===== config.mk =====
export PLATFORM = sky130hd
export DESIGN_NAME = block_corner_interpolation_fill
export DESIGN_NICKNAME = d
export VERILOG_FILES = /design/src/rtl/bcif_pkg.sv /design/src/rtl/bcif_front.sv /design/src/rtl/bcif_mac.sv /design/src/rtl/bcif_div_stage.sv /design/src/rtl/block_corner_interpolation_fill.sv
export SDC_FILE = /design/constraint.sdc
export NUM_CORES = 2
export LEC_CHECK = 0
export BUFFER_PORTS_ARGS = -buffer_cell sky130_fd_sc_hd__buf_4
export CAP_MARGIN = 25
export CORE_MARGIN = 10
export CORE_UTILIZATION = 32
export DETAILED_ROUTE_END_ITERATION = 10
export PLACE_DENSITY = 0.53
export REMOVE_ABC_BUFFERS = 1
export SLEW_MARGIN = 20
export SYNTH_ARGS = -nofsm -noshare
export SYNTH_HDL_FRONTEND = slang
export SYNTH_HIERARCHICAL = 1
export SYNTH_SLANG_ARGS = --single-unit

===== constraint.sdc =====
create_clock -name clk -period 6.85 [get_ports clk]
set_input_delay 0.3425 -clock clk [delete_from_list [all_inputs] [get_ports clk]]
set_output_delay 0.3425 -clock clk [all_outputs]
set_load 0.01 [all_outputs]

===== src/rtl/bcif_pkg.sv =====
// Package for the block corner interpolation fill.
// Holds the block kind codes, field widths and parameter defaults.
// Used by every module under rtl.
package bcif_pkg;

  localparam int GRAY_W            = 8;
  localparam int DEF_MAX_SPAN_BITS = 8;
  localparam int QUOT_W            = 8;
  localparam int DIV_BITS_PER_STG  = 2;
  localparam int DIV_STAGES        = QUOT_W / DIV_BITS_PER_STG;

  typedef enum logic [1:0] {
    KIND_RECT  = 2'd0,
    KIND_HLINE = 2'd1,
    KIND_VLINE = 2'd2,
    KIND_POINT = 2'd3
  } kind_t;

endpackage


===== src/rtl/bcif_front.sv =====
// Front stages of the corner interpolation fill: axis clamp, kind remap, weights.
// Depends on bcif_pkg.
module bcif_front #(
  parameter int MAX_SPAN_BITS = bcif_pkg::DEF_MAX_SPAN_BITS
) (
  input  logic                           clk,
  input  logic                           rst,
  input  logic                           in_valid,
  input  logic [1:0]                     block_kind,
  input  logic [MAX_SPAN_BITS-1:0]       col_span,
  input  logic [MAX_SPAN_BITS-1:0]       row_span,
  input  logic [MAX_SPAN_BITS-1:0]       col_offset,
  input  logic [MAX_SPAN_BITS-1:0]       row_offset,
  input  logic [bcif_pkg::GRAY_W-1:0]    gray_a,
  input  logic [bcif_pkg::GRAY_W-1:0]    gray_b,
  input  logic [bcif_pkg::GRAY_W-1:0]    gray_c,
  input  logic [bcif_pkg::GRAY_W-1:0]    gray_d,
  output logic                           out_valid,
  output logic [2*MAX_SPAN_BITS-1:0]     wt_a,
  output logic [2*MAX_SPAN_BITS-1:0]     wt_b,
  output logic [2*MAX_SPAN_BITS-1:0]     wt_c,
  output logic [2*MAX_SPAN_BITS-1:0]     wt_d,
  output logic [2*MAX_SPAN_BITS-1:0]     den,
  output logic [bcif_pkg::GRAY_W-1:0]    g_a,
  output logic [bcif_pkg::GRAY_W-1:0]    g_b,
  output logic [bcif_pkg::GRAY_W-1:0]    g_c,
  output logic [bcif_pkg::GRAY_W-1:0]    g_d
);
  import bcif_pkg::*;

  localparam int S    = MAX_SPAN_BITS;
  localparam int WT_W = 2 * MAX_SPAN_BITS;

  logic [S-1:0]      cw, cx, rh, ry;
  logic [S-1:0]      w_next, x_next, h_next, y_next;
  logic [GRAY_W-1:0] gc_next, gd_next, gb_next;

  logic              valid1;
  logic [S-1:0]      w1, x1, h1, y1;
  logic [GRAY_W-1:0] ga1, gb1, gc1, gd1;

  logic [S-1:0]      wx, hy;

  // Clamp offsets to spans; a zero span turns into span one, offset zero.
  always_comb begin
    if (col_span == '0) begin
      cw = S'(1);
      cx = '0;
    end else begin
      cw = col_span;
      cx = (col_offset > col_span) ? col_span : col_offset;
    end
    if (row_span == '0) begin
      rh = S'(1);
      ry = '0;
    end else begin
      rh = row_span;
      ry = (row_offset > row_span) ? row_span : row_offset;
    end
  end

  // Fold every kind onto the rectangle form.
  always_comb begin
    w_next  = cw;
    x_next  = cx;
    h_next  = rh;
    y_next  = ry;
    gb_next = gray_b;
    gc_next = gray_c;
    gd_next = gray_d;
    case (kind_t'(block_kind))
      KIND_RECT: begin
      end
      KIND_HLINE: begin
        h_next  = S'(1);
        y_next  = '0;
        gc_next = gray_a;
        gd_next = gray_b;
      end
      KIND_VLINE: begin
        w_next  = S'(1);
        x_next  = '0;
        gc_next = gray_b;
        gd_next = gray_b;
      end
      KIND_POINT: begin
        w_next  = S'(1);
        x_next  = '0;
        h_next  = S'(1);
        y_next  = '0;
      end
      default: begin
      end
    endcase
  end

  always_ff @(posedge clk) begin
    if (rst) begin
      valid1 <= 1'b0;
    end else begin
      valid1 <= in_valid;
    end
  end

  always_ff @(posedge clk) begin
    w1  <= w_next;
    x1  <= x_next;
    h1  <= h_next;
    y1  <= y_next;
    ga1 <= gray_a;
    gb1 <= gb_next;
    gc1 <= gc_next;
    gd1 <= gd_next;
  end

  assign wx = w1 - x1;
  assign hy = h1 - y1;

  always_ff @(posedge clk) begin
    if (rst) begin
      out_valid <= 1'b0;
    end else begin
      out_valid <= valid1;
    end
  end

  always_ff @(posedge clk) begin
    wt_a <= WT_W'(wx) * WT_W'(hy);
    wt_b <= WT_W'(x1) * WT_W'(hy);
    wt_c <= WT_W'(wx) * WT_W'(y1);
    wt_d <= WT_W'(x1) * WT_W'(y1);
    den  <= WT_W'(w1) * WT_W'(h1);
    g_a  <= ga1;
    g_b  <= gb1;
    g_c  <= gc1;
    g_d  <= gd1;
  end

endmodule


===== src/rtl/bcif_mac.sv =====
// Gray-times-weight products and their sum, two register stages.
// Depends on bcif_pkg.
module bcif_mac #(
  parameter int MAX_SPAN_BITS = bcif_pkg::DEF_MAX_SPAN_BITS
) (
  input  logic                                     clk,
  input  logic                                     rst,
  input  logic                                     in_valid,
  input  logic [2*MAX_SPAN_BITS-1:0]               wt_a,
  input  logic [2*MAX_SPAN_BITS-1:0]               wt_b,
  input  logic [2*MAX_SPAN_BITS-1:0]               wt_c,
  input  logic [2*MAX_SPAN_BITS-1:0]               wt_d,
  input  logic [2*MAX_SPAN_BITS-1:0]               den_in,
  input  logic [bcif_pkg::GRAY_W-1:0]              g_a,
  input  logic [bcif_pkg::GRAY_W-1:0]              g_b,
  input  logic [bcif_pkg::GRAY_W-1:0]              g_c,
  input  logic [bcif_pkg::GRAY_W-1:0]              g_d,
  output logic                                     out_valid,
  output logic [2*MAX_SPAN_BITS+bcif_pkg::GRAY_W-1:0] num,
  output logic [2*MAX_SPAN_BITS-1:0]               den_out
);
  import bcif_pkg::*;

  localparam int WT_W  = 2 * MAX_SPAN_BITS;
  localparam int NUM_W = WT_W + GRAY_W;

  logic              valid3;
  logic [NUM_W-1:0]  t_a, t_b, t_c, t_d;
  logic [WT_W-1:0]   den3;
  logic [NUM_W+1:0]  sum;

  always_ff @(posedge clk) begin
    if (rst) begin
      valid3    <= 1'b0;
      out_valid <= 1'b0;
    end else begin
      valid3    <= in_valid;
      out_valid <= valid3;
    end
  end

  always_ff @(posedge clk) begin
    t_a  <= NUM_W'(g_a) * NUM_W'(wt_a);
    t_b  <= NUM_W'(g_b) * NUM_W'(wt_b);
    t_c  <= NUM_W'(g_c) * NUM_W'(wt_c);
    t_d  <= NUM_W'(g_d) * NUM_W'(wt_d);
    den3 <= den_in;
  end

  // Weights add up to the denominator, so the sum never exceeds NUM_W bits.
  assign sum = (NUM_W+2)'(t_a) + (NUM_W+2)'(t_b) + (NUM_W+2)'(t_c) + (NUM_W+2)'(t_d);

  always_ff @(posedge clk) begin
    num     <= sum[NUM_W-1:0];
    den_out <= den3;
  end

endmodule


===== src/rtl/bcif_div_stage.sv =====
// One restoring-division stage: retires two quotient bits per cycle.
// Depends on bcif_pkg.
module bcif_div_stage #(
  parameter int MAX_SPAN_BITS = bcif_pkg::DEF_MAX_SPAN_BITS,
  parameter int HI_BIT        = bcif_pkg::QUOT_W - 1
) (
  input  logic                                        clk,
  input  logic                                        rst,
  input  logic                                        in_valid,
  input  logic [2*MAX_SPAN_BITS+bcif_pkg::GRAY_W-1:0] rem_in,
  input  logic [2*MAX_SPAN_BITS-1:0]                  den_in,
  input  logic [bcif_pkg::QUOT_W-1:0]                 quot_in,
  output logic                                        out_valid,
  output logic [2*MAX_SPAN_BITS+bcif_pkg::GRAY_W-1:0] rem_out,
  output logic [2*MAX_SPAN_BITS-1:0]                  den_out,
  output logic [bcif_pkg::QUOT_W-1:0]                 quot_out
);
  import bcif_pkg::*;

  localparam int NUM_W  = 2 * MAX_SPAN_BITS + GRAY_W;
  localparam int LO_BIT = HI_BIT - 1;

  logic [NUM_W-1:0]  d_hi, d_lo, r_mid, r_next;
  logic [QUOT_W-1:0] q_next;

  assign d_hi = NUM_W'(den_in) << HI_BIT;
  assign d_lo = NUM_W'(den_in) << LO_BIT;

  always_comb begin
    q_next = quot_in;
    r_mid  = rem_in;
    if (rem_in >= d_hi) begin
      r_mid          = rem_in - d_hi;
      q_next[HI_BIT] = 1'b1;
    end
    r_next = r_mid;
    if (r_mid >= d_lo) begin
      r_next         = r_mid - d_lo;
      q_next[LO_BIT] = 1'b1;
    end
  end

  always_ff @(posedge clk) begin
    if (rst) begin
      out_valid <= 1'b0;
    end else begin
      out_valid <= in_valid;
    end
  end

  always_ff @(posedge clk) begin
    rem_out  <= r_next;
    den_out  <= den_in;
    quot_out <= q_next;
  end

endmodule


===== src/rtl/block_corner_interpolation_fill.sv =====
// Top level of the block corner interpolation fill.
// Depends on bcif_pkg, bcif_front, bcif_mac and bcif_div_stage.
//
// Usage: drive one pixel request (kind, spans, offsets, corner grays) and
// raise start; the request word is taken at each rising edge where start is
// high and busy is low. busy stays low, so a new word may enter every cycle.
// Once the word has passed every stage, the answer sits on pixel_value
// for exactly one cycle with done high; the receiver takes it at the edge
// that ends that cycle and has no way to hold it off.
// Throughput: one word per cycle. The path holds one clamp stage,
// two multiply stages, one sum stage and four divider stages of two
// quotient bits each.
// Reset (rst, synchronous) clears every stage valid bit; requests in flight
// are dropped and no done follows them.
// Rectangles are interpolated bilinearly; lines and points are folded onto
// the same rectangle datapath with a unit span on the unused axis.
module block_corner_interpolation_fill #(
  parameter int MAX_SPAN_BITS = bcif_pkg::DEF_MAX_SPAN_BITS
) (
  input  logic                        clk,
  input  logic                        rst,
  input  logic                        start,
  output logic                        busy,
  input  logic [1:0]                  block_kind,
  input  logic [MAX_SPAN_BITS-1:0]    col_span,
  input  logic [MAX_SPAN_BITS-1:0]    row_span,
  input  logic [MAX_SPAN_BITS-1:0]    col_offset,
  input  logic [MAX_SPAN_BITS-1:0]    row_offset,
  input  logic [bcif_pkg::GRAY_W-1:0] gray_a,
  input  logic [bcif_pkg::GRAY_W-1:0] gray_b,
  input  logic [bcif_pkg::GRAY_W-1:0] gray_c,
  input  logic [bcif_pkg::GRAY_W-1:0] gray_d,
  output logic                        done,
  output logic [bcif_pkg::GRAY_W-1:0] pixel_value
);
  import bcif_pkg::*;

  localparam int WT_W    = 2 * MAX_SPAN_BITS;
  localparam int NUM_W   = WT_W + GRAY_W;
  localparam int LATENCY = 4 + DIV_STAGES;

  logic              accept;

  logic              f_valid;
  logic [WT_W-1:0]   wt_a, wt_b, wt_c, wt_d, f_den;
  logic [GRAY_W-1:0] g_a, g_b, g_c, g_d;

  logic              div_valid [0:DIV_STAGES];
  logic [NUM_W-1:0]  div_rem   [0:DIV_STAGES];
  logic [WT_W-1:0]   div_den   [0:DIV_STAGES];
  logic [QUOT_W-1:0] div_quot  [0:DIV_STAGES];

  // The pipeline never stalls, so requests are always taken.
  assign busy   = 1'b0;
  assign accept = start && !busy;

  // Clamp and remap, then corner weights and denominator.
  bcif_front #(
    .MAX_SPAN_BITS(MAX_SPAN_BITS)
  ) u_front (
    .clk       (clk),
    .rst       (rst),
    .in_valid  (accept),
    .block_kind(block_kind),
    .col_span  (col_span),
    .row_span  (row_span),
    .col_offset(col_offset),
    .row_offset(row_offset),
    .gray_a    (gray_a),
    .gray_b    (gray_b),
    .gray_c    (gray_c),
    .gray_d    (gray_d),
    .out_valid (f_valid),
    .wt_a      (wt_a),
    .wt_b      (wt_b),
    .wt_c      (wt_c),
    .wt_d      (wt_d),
    .den       (f_den),
    .g_a       (g_a),
    .g_b       (g_b),
    .g_c       (g_c),
    .g_d       (g_d)
  );

  // Weighted sum of the corner grays forms the numerator.
  bcif_mac #(
    .MAX_SPAN_BITS(MAX_SPAN_BITS)
  ) u_mac (
    .clk      (clk),
    .rst      (rst),
    .in_valid (f_valid),
    .wt_a     (wt_a),
    .wt_b     (wt_b),
    .wt_c     (wt_c),
    .wt_d     (wt_d),
    .den_in   (f_den),
    .g_a      (g_a),
    .g_b      (g_b),
    .g_c      (g_c),
    .g_d      (g_d),
    .out_valid(div_valid[0]),
    .num      (div_rem[0]),
    .den_out  (div_den[0])
  );

  // The numerator stays below 256 times the denominator, so an 8-bit
  // quotient is exact; start it at zero and fill two bits per stage, MSB first.
  assign div_quot[0] = '0;

  for (genvar i = 0; i < DIV_STAGES; i++) begin : g_div
    bcif_div_stage #(
      .MAX_SPAN_BITS(MAX_SPAN_BITS),
      .HI_BIT       (QUOT_W - 1 - DIV_BITS_PER_STG * i)
    ) u_div (
      .clk      (clk),
      .rst      (rst),
      .in_valid (div_valid[i]),
      .rem_in   (div_rem[i]),
      .den_in   (div_den[i]),
      .quot_in  (div_quot[i]),
      .out_valid(div_valid[i+1]),
      .rem_out  (div_rem[i+1]),
      .den_out  (div_den[i+1]),
      .quot_out (div_quot[i+1])
    );
  end

  // Present the floor quotient for one cycle with its strobe.
  assign done        = div_valid[DIV_STAGES];
  assign pixel_value = div_quot[DIV_STAGES];

  // Every accepted word produces done once it has passed every stage.
  a_done_follows: assert property (@(posedge clk) disable iff (rst)
    accept |-> ##LATENCY done)
    else $error("accepted word did not produce done on time");

  // No done without a matching accepted word.
  a_no_spurious: assert property (@(posedge clk) disable iff (rst)
    done |-> $past(accept, LATENCY))
    else $error("done without an accepted word");

  // A single point returns its start gray untouched.
  a_point_value: assert property (@(posedge clk) disable iff (rst)
    (done && $past(accept && (block_kind == KIND_POINT), LATENCY))
      |-> (pixel_value == $past(gray_a, LATENCY)))
    else $error("single point did not return gray_a");

  // The top-left corner of a rectangle returns gray_a.
  a_corner_value: assert property (@(posedge clk) disable iff (rst)
    (done && $past(accept && (block_kind == KIND_RECT) && (col_offset == '0)
                   && (row_offset == '0), LATENCY))
      |-> (pixel_value == $past(gray_a, LATENCY)))
    else $error("rectangle corner did not return gray_a");

endmodule


**After elaboration in Yosys (flattened, before gate mapping)**

Cells that the tools add are included.

- Add/sub/neg operators: 12
- $mul: 9
- Order comparisons: 10
- Equality and inequality tests: 3
- Multiplexer cells: 13
- Reduce and logical (&&, ||, !) cells: 5

Operator list:

| operator | number |
|---|---|
| two-way mux 24 bit | 7 |
| multiplier 8 x 16 -> 24 bit | 4 |
| multiplier 8 x 8 -> 16 bit | 5 |
| adder 24 bit | 3 |
| greater-or-equal comparator 24 x 16 -> 1 bit | 1 |
| greater-or-equal comparator 24 x 17 -> 1 bit | 1 |
| greater-or-equal comparator 24 x 18 -> 1 bit | 1 |
| greater-or-equal comparator 24 x 19 -> 1 bit | 1 |
| greater-or-equal comparator 24 x 20 -> 1 bit | 1 |
| greater-or-equal comparator 24 x 21 -> 1 bit | 1 |
| greater-or-equal comparator 24 x 22 -> 1 bit | 1 |
| greater-or-equal comparator 24 x 23 -> 1 bit | 1 |
| two-way mux 8 bit | 3 |
| subtractor 24 x 17 -> 24 bit | 1 |
| subtractor 24 x 18 -> 24 bit | 1 |
| subtractor 24 x 19 -> 24 bit | 1 |
| subtractor 24 x 20 -> 24 bit | 1 |
| subtractor 24 x 21 -> 24 bit | 1 |
| subtractor 24 x 22 -> 24 bit | 1 |
| subtractor 24 x 23 -> 24 bit | 1 |
| greater-than comparator 8 bit | 2 |
| logical NOT 8 bit | 2 |
| case mux 8 bit (2 select lines) | 1 |
| subtractor 8 bit | 2 |
| other kinds (5) | 8 |

- Flip-flop bits (word level): 476
- Input bits: 69
- Output and inout bits: 10
- Word-level logic and storage cells: 100

**Logic depth before layout (Yosys ltp)**

- Word-level depth: 4
- Mapped depth: 25
- Depth with buffers taken out: 23

**Hierarchy**

Netlist, hierarchy kept.

By module, submodules not included:

| module | times used | cells an instance | area an instance (um2) | sequential area each (um2) |
|---|---|---|---|---|
| bcif_mac | 1 | 2,176 | 21,104.0 | 3,083.0 |
| bcif_front | 1 | 1,756 | 15,996.6 | 3,563.4 |
| bcif_div_stage (g_div[3].u_div) | 1 | 427 | 3,513.4 | 980.9 |
| bcif_div_stage (g_div[2].u_div) | 1 | 385 | 3,467.1 | 980.9 |
| bcif_div_stage (g_div[1].u_div) | 1 | 359 | 3,249.4 | 980.9 |
| bcif_div_stage (g_div[0].u_div) | 1 | 344 | 3,155.5 | 980.9 |
| block_corner_interpolation_fill | 1 | 2 | 11.3 | 0.0 |

**Worst setup path after synthesis**

OpenSTA, ideal clock, no wires.

- Path kind: register -> register
- Start point: register u_front.y1[1]
- End point: register u_front.wt_a[13]
- Library setup time: 0.106 ns
- Data arrival time: 5.615 ns
- Data required time: 6.744 ns
- Setup slack: 1.129 ns
- Cell stages (with the launch flop): 23
- Path buffers: 2
- Period minus slack after synthesis: 5.721 ns
- Path through: dfxtp_1 > clkbuf_1 > clkinv_1 > fa_1 > a21o_1 > a21oi_2 > xnor2_1 > clkbuf_1 > nor2_1 > fa_1 > inv_1 > fa_1 > inv_1 > fa_1 > inv_1 > fa_1 > inv_1 > ha_1 > a21o_1 > nand2_1 > a31oi_1 > or3_1 > o311ai_0

- Word-level cells in the longest chain between the ends: 2

RTL lines:

| element | line | RTL |
|---|---|---|
| start, declared | bcif_front.sv:39 | `logic [S-1:0] w1, x1, h1, y1;` |
| start signal, assigned | bcif_front.sv:109 | `y1 <= y_next;` |
| subtractor 8 bit | bcif_front.sv:117 | `assign hy = h1 - y1;` |
| multiplier 8 x 8 -> 16 bit | bcif_front.sv:128 | `wt_a <= WT_W'(wx) * WT_W'(hy);` |
| end signal, assigned | bcif_front.sv:128 |  |
| end, declared | bcif_front.sv:19 | `output logic [2*MAX_SPAN_BITS-1:0] wt_a,` |

No other way between the ends.
A chain may end at the register's enable or synchronous reset.

**Worst setup path in the final report**

- Start point: register u_front.x1[4]
- End point: register u_front.wt_a[15]

- Word-level cells in the longest chain between the ends: 2

RTL lines:

| element | line | RTL |
|---|---|---|
| start, declared | bcif_front.sv:39 |  |
| start signal, assigned | bcif_front.sv:107 | `x1 <= x_next;` |
| subtractor 8 bit | bcif_front.sv:116 | `assign wx = w1 - x1;` |
| multiplier 8 x 8 -> 16 bit | bcif_front.sv:128 |  |

No other way between the ends.

==> impl_metrics.py <==
metrics = {
    "sta": {
        "tightest_slew_ns": 1.02,
        "max-slew-margin-rel": 0.321,
        "hold_slack_ns": 0.0452,
        "finalCritPeriodShare": 0.937,
        "setup_violations": 0,
        "tns_ns": 0,
        "finClkSkew_ns": 0.0292,
        "clock.fmax_mhz": 156,
        "final_max_slew_viol_count": 0,
        "hold_viol_final": 0,
        "period_minus_slack_ns": 6.42,
        "rsz0062_at_grt": "false",
    },
    "synthesis": {
        "synthesis.area_mm2": 0.0489,
        "syn_avg_cell_area_um2": 9.26,
        "syn_inst": 5279,
        "ys_warn_count": 6,
    },
    "grt": {
        "grt.overflow.total": 0,
        "grt.total_usage": 0.153,
        "grt_max_degree": 29,
        "grt_pass1_vias": 37864,
        "grt_pass1_wl_um": 209000,
        "antenna_found_initial": 11,
    },
    "floorplanning": {
        "io_pins": 79,
        "die_h_um": 411,
        "die_area_mm2": 0.169,
        "num_rows": 143,
        "core_area_mm2": 0.152,
        "die_w_um": 411,
        "start_util": 0.322,
    },
    "clock_tree": {
        "cts_sinks": 488,
        "cts_max_level": 2,
        "clk_latency_ns": 0.67,
        "cts_resized": 0,
        "post_cts_buffers": 0,
        "clk_pin_slew_ns": 0.06,
        "cts_tree": "yes",
        "cts_hold_buf": 64,
        "cts-root-buf": "clkbuf_16",
        "cts_buffers": 57,
        "cts.path.max_buffers": 3,
    },
    "run_status": {
        "status": "finished clean",
    },
    "final_layout": {
        "fillers": 15425,
        "multi_input_area_mm2": 0.0357,
        "drive_above_1_share": 0.0632,
        "fin_nets": 6578,
        "seq_area_mm2": 0.00977,
        "area.growth.synth_to_final_pct": 11.2,
    },
    "worst_setup_path": {
        "endpoint_kind": "register",
        "path_class": "reg2reg",
        "cp.required_ns": 7.41,
        "reg2reg_slack_ns": 0.43,
        "cp_max_fo": 9,
        "cp.arrival_ns": 6.98,
        "cp-start-kind": "register",
    },
    "route": {
        "vias_per_cell": 4.81,
        "first_iter_violations": 1807,
        "vias": 35924,
        "wl_met3_um": 4110,
        "drc_errors": 0,
        "antenna_left": 0,
        "top_layer": "met4",
        "wl_met1_um": 59000,
        "wire_per_inst_um": 17.4,
        "drt_wl_total_um": 130000,
        "drt_first_pass_iters": 5,
        "dr_wl_met2_um": 63100,
    },
    "job": {
        "maxCapViolations": 0,
    },
    "placement": {
        "gp_congestion": 0.860,
        "hpwl_um": 107000,
        "io_buffers": 77,
    },
    "hold_path": {
        "min_path_type": "in2reg",
    },
}
layer usage:
| layer | vias to the layer above | track usage |
|---|---|---|
| met5 | - | 0 |
| met1 | 17659 | 0.199 |
| met3 | 151 | 0.0161 |
| met4 | 0 | 0.0411 |
| met2 | 604 | 0.269 |
| li1 | 17510 | - |
cell usage in the layout (no fill, tap or decap), drive strengths merged, types with 182 or more instances in the layout:
master / n
o21ai: 182
a21oi: 232
and2: 537
nand2: 312
inv: 783
fa: 572
dfxtp: 488
ha: 541
nor2: 306
xnor2: 182
sequential cells by signal, indices dropped and copies added, names as in the netlist, 16 cells and up:
signal	cells
u_mac/t_d	24
u_mac/t_a	24
u_front/wt_c	16
u_front/wt_b	16
g_div.u_div/den_out	48
u_front/den	16
u_mac/den_out	16
u_mac/num	24
u_front/wt_a	16
g_div.u_div/rem_out	72
u_mac/den3	16
g_div.u_div/quot_out	32
u_mac/t_c	24
u_mac/t_b	24
u_front/wt_d	16
critical path, stage by stage, from the launching register on:
cell       delay, ns
dfxtp_1         0.50
clkinv_1        0.41
ha_1            0.49
nor2b_1         0.19
nor3_1          0.33
xor2_1          0.66
buf_4           0.27
nor2_1          0.06
fa_1            0.58
fa_1            0.46
fa_1            0.55
inv_1           0.06
fa_1            0.53
inv_1           0.04
ha_1            0.33
o2111ai_1       0.19
a31oi_1         0.34
nor2_1          0.10
a311oi_1        0.25
area by class of cell:
| cell class | count | area share |
|---|---|---|
| inverter | 788 | 0.0544 |
| multi-input combinational | 3894 | 0.656 |
| clock buffer | 78 | 0.0303 |
| tap | 2030 | 0.0467 |
| timing repair buffer | 167 | 0.0261 |
| antenna | 1 | 0.0000461 |
| clock inverter | 25 | 0.00629 |
| sequential | 488 | 0.180 |
final timing paths:
kind                            startpoint                        to  cells after the start
setup / recovery  u_front/x1[4]$_SDFF_PP0_  u_front/wt_a[15]$_DFF_P_                     18
hold / removal               col_offset[3]  u_front/x1[3]$_SDFF_PP0_                      3
hold reg to reg     u_front/gc1[7]$_DFF_P_    u_front/g_c[7]$_DFF_P_                      0
setup reg to reg  u_front/x1[4]$_SDFF_PP0_  u_front/wt_a[15]$_DFF_P_                     18
metrics by stage:
stage	worst slack, ns	instance area, um2	cells	util
finish	0.431	54300	7471	0.358
global route	0.0802	54300	7470	0.358
detailed placement	0.582	51700	7302	0.340
floorplan	1.14	48400	5170	-
CTS	0.524	54300	7469	0.358
global placement	0.711	51700	7300	0.340
Power is left out: the tool's default activity adds up to more than one toggle a clock period on the data nets, which glitch-free logic cannot reach.
